===== src/sv/sipq_pkg.sv =====
// ----------------------------------------------------------------------------
// sipq_pkg
// Shared types and constants for the sorted insertion priority queue:
// command codes, cell operations and the words passed between cells.
// ----------------------------------------------------------------------------
package sipq_pkg;

	localparam int unsigned DATA_W = 32;
	localparam int unsigned CMD_W  = 2;

	// Commands carried on the request channel
	typedef enum logic [CMD_W-1:0] {
		CMD_PUSH   = 2'd0,
		CMD_POP    = 2'd1,
		CMD_REMOVE = 2'd2,
		CMD_READ   = 2'd3
	} cmd_t;

	// Operation broadcast to every cell of the row
	typedef enum logic [1:0] {
		CELL_HOLD   = 2'd0,
		CELL_PUSH   = 2'd1,
		CELL_POP    = 2'd2,
		CELL_REMOVE = 2'd3
	} cell_op_t;

	// Broadcast control: operation and the value it compares against
	typedef struct packed {
		cell_op_t                  op;
		logic signed [DATA_W-1:0]  value;
	} cell_ctrl_t;

	// Content of one cell
	typedef struct packed {
		logic                      valid;
		logic signed [DATA_W-1:0]  data;
	} cell_slot_t;

	// What a cell hands to its right-hand neighbor
	typedef struct packed {
		logic       ins;
		cell_slot_t slot;
	} cell_link_t;

endpackage


===== src/sv/sipq_in_if.sv =====
// ----------------------------------------------------------------------------
// sipq_in_if
// Request channel: valid/ready handshake with a command word and its value.
// ----------------------------------------------------------------------------
interface sipq_in_if;

	logic                              valid;
	logic                              ready;
	logic [sipq_pkg::CMD_W-1:0]        cmd;
	logic signed [sipq_pkg::DATA_W-1:0] value;

	modport source (output valid, output cmd, output value, input ready);
	modport sink   (input valid, input cmd, input value, output ready);

endinterface


===== src/sv/sipq_out_if.sv =====
// ----------------------------------------------------------------------------
// sipq_out_if
// Response channel: valid/ready handshake with one status word per command.
// ----------------------------------------------------------------------------
interface sipq_out_if #(
	parameter int unsigned CNT_W = 5
);

	logic                               valid;
	logic                               ready;
	logic signed [sipq_pkg::DATA_W-1:0] front_value;
	logic                               is_empty;
	logic [CNT_W-1:0]                   entries_held;
	logic                               dropped;

	modport source (output valid, output front_value, output is_empty,
		output entries_held, output dropped, input ready);
	modport sink   (input valid, input front_value, input is_empty,
		input entries_held, input dropped, output ready);

endinterface


===== src/sv/sorted_insert_priority_queue.sv =====
// Sorted insertion priority queue: keeps up to DEPTH signed 32-bit values in
// ascending order in a row of cells and returns one status word per command
// (smallest value, empty flag, occupancy, drop flag). Push, pop and read need
// no busy state, so they can be issued back to back while the response slot
// is free. Remove holds off requests in a busy state: the cell row closes one
// gap per cycle, one per stored copy of the value, and the status word follows
// once no copy is left and the slot is free. A push into a full queue leaves
// the store unchanged and sets the drop flag. No clearing pass follows reset.
// ----------------------------------------------------------------------------
// sorted_insert_priority_queue
// Top level: command sequencer, occupancy counter, response register and the
// chain of storage cells.
// ----------------------------------------------------------------------------
module sorted_insert_priority_queue #(
	parameter int unsigned DEPTH = 16
) (
	input  logic        clk,
	input  logic        arst_n,
	sipq_in_if.sink     req,
	sipq_out_if.source  rsp
);

	localparam int unsigned CNT_W = $clog2(DEPTH + 1);

	typedef enum logic [1:0] {
		ST_IDLE   = 2'b01,
		ST_REMOVE = 2'b10
	} state_t;

	state_t                              state_q;
	state_t                              state_d;
	logic signed [sipq_pkg::DATA_W-1:0]  value_q;
	logic [CNT_W-1:0]                    occ_q;
	logic [CNT_W-1:0]                    occ_d;
	logic                                drop_d;
	logic                                load_res;
	logic                                res_free;
	logic                                req_fire;
	logic                                full;
	logic                                any_eq;

	logic                                rsp_valid_q;
	logic signed [sipq_pkg::DATA_W-1:0]  front_q;
	logic                                empty_q;
	logic [CNT_W-1:0]                    held_q;
	logic                                dropped_q;

	sipq_pkg::cell_ctrl_t                ctrl;
	sipq_pkg::cell_link_t                link [DEPTH];
	sipq_pkg::cell_slot_t                nxt  [DEPTH];
	logic [DEPTH-1:0]                    eq;

	// Handshake
	assign res_free  = !rsp_valid_q || rsp.ready;
	assign req.ready = (state_q == ST_IDLE) && res_free;
	assign req_fire  = req.valid && req.ready;
	assign full      = (occ_q == CNT_W'(DEPTH));
	assign any_eq    = |eq;

	// Sequence commands and drive the cell row
	always_comb begin
		ctrl.value = (state_q == ST_IDLE) ? req.value : value_q;
		ctrl.op    = sipq_pkg::CELL_HOLD;
		occ_d      = occ_q;
		drop_d     = 1'b0;
		load_res   = 1'b0;
		state_d    = state_q;
		unique case (state_q)
			ST_IDLE: begin
				if (req_fire) begin
					unique case (sipq_pkg::cmd_t'(req.cmd))
						sipq_pkg::CMD_PUSH: begin
							if (full) begin
								drop_d = 1'b1;
							end else begin
								ctrl.op = sipq_pkg::CELL_PUSH;
								occ_d   = occ_q + CNT_W'(1);
							end
							load_res = 1'b1;
						end
						sipq_pkg::CMD_POP: begin
							if (occ_q != '0) begin
								ctrl.op = sipq_pkg::CELL_POP;
								occ_d   = occ_q - CNT_W'(1);
							end
							load_res = 1'b1;
						end
						sipq_pkg::CMD_REMOVE: begin
							state_d = ST_REMOVE;
						end
						sipq_pkg::CMD_READ: begin
							load_res = 1'b1;
						end
						default: begin
							load_res = 1'b1;
						end
					endcase
				end
			end
			ST_REMOVE: begin
				if (any_eq) begin
					ctrl.op = sipq_pkg::CELL_REMOVE;
					occ_d   = occ_q - CNT_W'(1);
				end else if (res_free) begin
					load_res = 1'b1;
					state_d  = ST_IDLE;
				end
			end
			default: begin
				state_d = ST_IDLE;
			end
		endcase
	end

	// Advance state and occupancy
	always_ff @(posedge clk or negedge arst_n) begin
		if (!arst_n) begin
			state_q     <= ST_IDLE;
			occ_q       <= '0;
			rsp_valid_q <= 1'b0;
		end else begin
			state_q <= state_d;
			occ_q   <= occ_d;
			if (load_res) begin
				rsp_valid_q <= 1'b1;
			end else if (rsp.ready) begin
				rsp_valid_q <= 1'b0;
			end
		end
	end

	// Capture remove value and response word
	always_ff @(posedge clk) begin
		if (req_fire) begin
			value_q <= req.value;
		end
		if (load_res) begin
			front_q   <= nxt[0].valid ? nxt[0].data : '0;
			empty_q   <= (occ_d == '0);
			held_q    <= occ_d;
			dropped_q <= drop_d;
		end
	end

	assign rsp.valid        = rsp_valid_q;
	assign rsp.front_value  = front_q;
	assign rsp.is_empty     = empty_q;
	assign rsp.entries_held = held_q;
	assign rsp.dropped      = dropped_q;

	// Row of cells, smallest value in cell 0
	for (genvar i = 0; i < DEPTH; i++) begin : g_cell
		sipq_pkg::cell_link_t left_in;
		sipq_pkg::cell_slot_t right_in;

		if (i == 0) begin : g_first
			assign left_in = '{ins: 1'b0, slot: '0};
		end else begin : g_mid
			assign left_in = link[i-1];
		end

		if (i == DEPTH - 1) begin : g_last
			assign right_in = '0;
		end else begin : g_inner
			assign right_in = link[i+1].slot;
		end

		sipq_cell u_cell (
			.clk    (clk),
			.arst_n (arst_n),
			.ctrl   (ctrl),
			.left   (left_in),
			.right  (right_in),
			.link   (link[i]),
			.nxt    (nxt[i]),
			.eq     (eq[i])
		);
	end

endmodule


===== src/sv/sipq_cell.sv =====
// ----------------------------------------------------------------------------
// sipq_cell
// One storage cell of the sorted row. Compares its entry with the broadcast
// value and takes its own, its left neighbor's, its right neighbor's or the
// new value according to the broadcast operation.
// ----------------------------------------------------------------------------
module sipq_cell (
	input  logic                  clk,
	input  logic                  arst_n,
	input  sipq_pkg::cell_ctrl_t  ctrl,
	input  sipq_pkg::cell_link_t  left,
	input  sipq_pkg::cell_slot_t  right,
	output sipq_pkg::cell_link_t  link,
	output sipq_pkg::cell_slot_t  nxt,
	output logic                  eq
);

	sipq_pkg::cell_slot_t slot_q;
	logic                 gt;
	logic                 ge;
	logic                 ins;

	// Compare stored entry with the broadcast value
	assign gt  = slot_q.valid && ($signed(slot_q.data) >  $signed(ctrl.value));
	assign ge  = slot_q.valid && ($signed(slot_q.data) >= $signed(ctrl.value));
	assign eq  = slot_q.valid && (slot_q.data == ctrl.value);
	// New value lands at or before this cell
	assign ins = !slot_q.valid || gt;

	assign link = '{ins: ins, slot: slot_q};

	// Select next content
	always_comb begin
		nxt = slot_q;
		unique case (ctrl.op)
			sipq_pkg::CELL_HOLD: begin
				nxt = slot_q;
			end
			sipq_pkg::CELL_PUSH: begin
				if (ins) begin
					if (left.ins) begin
						nxt = left.slot;
					end else begin
						nxt = '{valid: 1'b1, data: ctrl.value};
					end
				end
			end
			sipq_pkg::CELL_POP: begin
				nxt = right;
			end
			sipq_pkg::CELL_REMOVE: begin
				if (!slot_q.valid || ge) begin
					nxt = right;
				end
			end
			default: begin
				nxt = slot_q;
			end
		endcase
	end

	// Hold entry; only the valid flag is cleared by reset
	always_ff @(posedge clk or negedge arst_n) begin
		if (!arst_n) begin
			slot_q.valid <= 1'b0;
		end else begin
			slot_q <= nxt;
		end
	end

endmodule

===== src/flat_wrapper.sv =====
// flat-port wrapper written by rule: the top's interface ports become plain ports
module sorted_insert_priority_queue_flat 
#(
	parameter int unsigned DEPTH = 16
)
  (clk, arst_n, req_valid, req_cmd, req_value, req_ready, rsp_valid, rsp_front_value, rsp_is_empty, rsp_entries_held, rsp_dropped, rsp_ready);
  sipq_in_if req_i ();
  sipq_out_if rsp_i ();
  input  logic clk;
  input  logic arst_n;
  input wire logic [$bits(req_i.valid)-1:0] req_valid;
  input wire logic [$bits(req_i.cmd)-1:0] req_cmd;
  input wire logic [$bits(req_i.value)-1:0] req_value;
  output wire logic [$bits(req_i.ready)-1:0] req_ready;
  output wire logic [$bits(rsp_i.valid)-1:0] rsp_valid;
  output wire logic [$bits(rsp_i.front_value)-1:0] rsp_front_value;
  output wire logic [$bits(rsp_i.is_empty)-1:0] rsp_is_empty;
  output wire logic [$bits(rsp_i.entries_held)-1:0] rsp_entries_held;
  output wire logic [$bits(rsp_i.dropped)-1:0] rsp_dropped;
  input wire logic [$bits(rsp_i.ready)-1:0] rsp_ready;
  assign req_i.valid = req_valid;
  assign req_i.cmd = req_cmd;
  assign req_i.value = req_value;
  assign req_ready = req_i.ready;
  assign rsp_valid = rsp_i.valid;
  assign rsp_front_value = rsp_i.front_value;
  assign rsp_is_empty = rsp_i.is_empty;
  assign rsp_entries_held = rsp_i.entries_held;
  assign rsp_dropped = rsp_i.dropped;
  assign rsp_i.ready = rsp_ready;
  sorted_insert_priority_queue #(.DEPTH(DEPTH)) u_core (.clk(clk), .arst_n(arst_n), .req(req_i), .rsp(rsp_i));
endmodule

===== config.mk =====
export PLATFORM = sky130hd
export DESIGN_NAME = sorted_insert_priority_queue_flat
export DESIGN_NICKNAME = d
export VERILOG_FILES = /design/src/sv/sipq_pkg.sv /design/src/sv/sipq_in_if.sv /design/src/sv/sipq_out_if.sv /design/src/sv/sorted_insert_priority_queue.sv /design/src/sv/sipq_cell.sv /design/src/flat_wrapper.sv
export SDC_FILE = /design/constraint.sdc
export NUM_CORES = 2
export LEC_CHECK = 0
export ABC_AREA = 0
export BUFFER_PORTS_ARGS = -buffer_cell sky130_fd_sc_hd__buf_2
export CAP_MARGIN = 0
export CORE_MARGIN = 4
export CORE_UTILIZATION = 30
export CTS_BUF_LIST = sky130_fd_sc_hd__clkbuf_2 sky130_fd_sc_hd__clkbuf_4 sky130_fd_sc_hd__clkbuf_8
export DETAILED_ROUTE_END_ITERATION = 10
export SETUP_SLACK_MARGIN = 0.05
export SYNTH_ARGS = -nofsm -noshare
export SYNTH_HDL_FRONTEND = slang
export SYNTH_SLANG_ARGS = --single-unit

===== constraint.sdc =====
create_clock -name clk -period 8.5 [get_ports clk]
set_clock_uncertainty 0.1 [all_clocks]
set_input_delay 1.7 -clock clk [delete_from_list [all_inputs] [get_ports clk]]
set_output_delay 1.7 -clock clk [all_outputs]
set_load 0.02 [all_outputs]

==> reports/metrics.yaml <==
status: "completed"
synth_edf_count: 583
criticalPathCategory: "reg -> reg"
antenna_found_initial: 5
gp_congestion: 0.944
leakagePower_nw: 17.9
port_buffers: 78
critPathLaunchType: "flop"
worst-slew-pin-transition_ns: 1.13
cp_num_buf_inv: 4
switchingPower_mw: 6.86
cp.arrival_ns: 7.81
clkTransAtPathRegs_ns: 0.06
cap_violations: 0
die_w_um: 383
area_growth_pct: 11.2
async_reset_ff_share_pct: 3.95
dieArea_sq_um: 147000
grt_usage_pct: 18.2
pwr_density_cell_nw_per_um2: 328
rsz0062_at_grt: "no"
wl_met2_um: 61900
max_freq_mhz: 137
drtIter0Drc: 3371
wl_um: 138000
synth_area_per_cell_sq_um: 9.48
cts_setup_buffers: 0
cp_slowest_cell: "buf_4"
viasPerCell: 5.41
cts-root-buf: "clkbuf_8"
io_pins: 79
crit_family: "buffers and inverters"
end_kind: "flop"
start_util_pct: 30.3
final_common_cell: "nand2_1"
slew_headroom_pct: 24.5
drc: 0
highest_layer: "met5"
die_h_um: 383
core_sq_um: 140000
ant_nets: 0
overflow: 0
met3_length_um: 8060
path_max_fanout: 102
max_stage_delay_ns: 0.88
synthCells: 4458
grt_max_degree: 159
internal-power_mw: 8.55
synth_seq_area_share_pct: 42.8
p_sw_share_pct: 44.5
clockBufferDepth: 3
pwr-share-seq_pct: 29.4
clkLatencyLatePin_ns: 0.81
routed-via-count: 34900
clock_sinks: 607
setup-violations-final: 0
place_hpwl_um: 103000
finalNetCount: 4972
wl_met1_um: 60800
grt_pass1_vias: 33900
layout-drive-gt1-share_pct: 10.6
netlist_area_sq_um: 42300
ys_ff_latch: 607
wl_per_cell_um: 21.4
drv_slew: 0
ir_drop_v: 0.000232
cts_buffers: 109
cp_cell_sequence: "ha_4 -> mux2_2 -> inv_1 -> buf_4 -> ha_1 -> and3_1 -> and3_1 -> and3_1 -> a32oi_1 -> o2111ai_2 -> nor2_2 -> a211o_4 -> buf_4 -> buf_4 -> o21ai_0 -> a21oi_1"
pre_cts_slack_ns: 1.02
worst_hold_path_type: "reg -> reg"
holdBufCountCts: 0
final_area_sq_um: 47000
cts_tree: "built"
fin_setup_tns_ns: 0
ctsResizeCount: 0
cts-htree-levels: 3
synthFlopType: "edfxtp_1"
drt-pass1-iter-count: 6
grt_pass1_wl_um: 207000
dpl-instance-area_sq_um: 44900
power_frac_comb_pct: 52.5
finalHoldViolCount: 0
row_count: 137
yosys_warnings: 0
setup_ws_ns: 1.19
required_ns: 9.00
layout_common_cells: "589 x nand2_1, 583 x edfxtp_1, 539 x o21ai_0, 449 x ha_1, 413 x a21oi_1"
period_needed_ns: 7.31
post-route-period-util_pct: 86.0
syn_nets: 4946
synth_cell_types: 94
power.share.clock_pct: 18.1
path summary, 6_finish.rpt:
check	start	end	slack [ns]	depth (start not counted)
max in group asynchronous	arst_n	u_core.occ_q[1]	6.20	3
hold / removal	u_core.state_q[1]	u_core.state_q[1]	0.43	1
setup reg to reg	u_core.state_q[0]	u_core.g_cell[15].u_cell.link[11]	1.19	16
hold reg to reg	u_core.state_q[1]	u_core.state_q[1]	0.43	1
min in group asynchronous	arst_n	u_core.rsp.valid	0.68	1
setup / recovery	u_core.state_q[0]	u_core.g_cell[15].u_cell.link[11]	1.19	16
stage by stage:
stage	power, mW	hold slack (ns)	std cells	utilization, %
3_5_place_dp	12.6	0.426	6249	32.1
6_report	15.4	0.431	6451	33.6
5_1_grt	16.5	0.465	6451	33.6
3_3_place_gp	12.3	0.410	6249	32.1
2_1_floorplan	10.1	0.390	4458	-
4_1_cts	15.4	0.438	6449	33.6
layout make-up:
cell class                      instances  area, sq um
Clock buffer                          149         1820
Clock inverter                         51          278
Multi-Input combinational cell       3483        22800
Fill cell                           14300        92700
Tap cell                             1876         2350
Inverter                               95          357
Antenna cell                            2         5.00
Sequential cell                       607        18100
Timing Repair Buffer                  188         1270
synth_stat cells, types with 7 or more instances:
| master | instances | area (sq um) |
|---|---|---|
| mux2_2 | 35 | 394 |
| a221oi_1 | 31 | 272 |
| nor3_1 | 67 | 335 |
| or4_1 | 10 | 75.1 |
| and2_1 | 10 | 62.6 |
| o221ai_1 | 10 | 87.6 |
| inv_1 | 94 | 353 |
| nand3_1 | 73 | 365 |
| o21ai_0 | 539 | 2700 |
| nand2b_1 | 9 | 56.3 |
| a21o_1 | 121 | 908 |
| mux2i_1 | 153 | 1530 |
| xnor2_1 | 65 | 569 |
| o21ai_1 | 65 | 325 |
| o31ai_1 | 11 | 82.6 |
| o22ai_1 | 41 | 257 |
| nor4b_1 | 8 | 70.1 |
| nor2b_1 | 23 | 144 |
| edfxtp_1 | 583 | 17500 |
| dfrtp_1 | 23 | 576 |
| nor2_1 | 388 | 1460 |
| nor4_1 | 17 | 106 |
| buf_1 | 19 | 71.3 |
| buf_6 | 8 | 90.1 |
| a21oi_1 | 417 | 2090 |
| clkbuf_1 | 140 | 526 |
| a211oi_1 | 18 | 135 |
| ha_1 | 450 | 5630 |
| nand2_1 | 589 | 2210 |
| nand4_1 | 69 | 432 |
| a21oi_2 | 20 | 175 |
| o21a_1 | 11 | 82.6 |
| a31oi_1 | 9 | 56.3 |
| buf_4 | 14 | 105 |
| o211ai_1 | 15 | 113 |
| or3_1 | 13 | 81.3 |
| a221o_1 | 12 | 120 |
| buf_2 | 92 | 460 |
| and3_1 | 27 | 169 |
| maj3_1 | 8 | 80.1 |
| or2_2 | 7 | 43.8 |
| and4_1 | 29 | 254 |
metal layers:
metal,vias to the layer above,global-route usage (%)
li1,16700,-
met1,16600,24.4
met2,1301,29.0
met3,267,2.06
met5,-,0
met4,2,9.21
state kept, by name, indices dropped and copies added (netlist names):
register,cells
u_core.g_cell.u_cell.link,528
u_core.rsp.front_value,32
u_core.state_q,2
u_core.rsp.dropped,1
u_core.rsp.is_empty,1
u_core.value_q,32
u_core.occ_q,5
u_core.rsp.valid,1
u_core.rsp.entries_held,5
power by group through the flow:
stage | Sequential (mW) | Clock [mW] | Combinational, mW
after floorplan | 4.51 | 0 | 5.59
after global routing | 4.56 | 3.00 | 8.96
final | 4.53 | 2.79 | 8.09
after CTS | 4.52 | 2.87 | 8.02
after detailed placement | 4.57 | 0 | 7.99
after global placement | 4.58 | 0 | 7.75
kinds of logic after synthesis:
group | after synthesis | synth area share, %
AOI/OAI and AO/OA | 1396 | 19.2
xor gates and xnor gates | 68 | 1.41
adders and majority gates | 458 | 13.5
buffers and inverters | 368 | 3.81
DFF | 607 | 42.8
muxes | 191 | 4.68
and+or+nand+nor | 1370 | 14.6
Note: power is estimated with default switching activity, not from simulation.
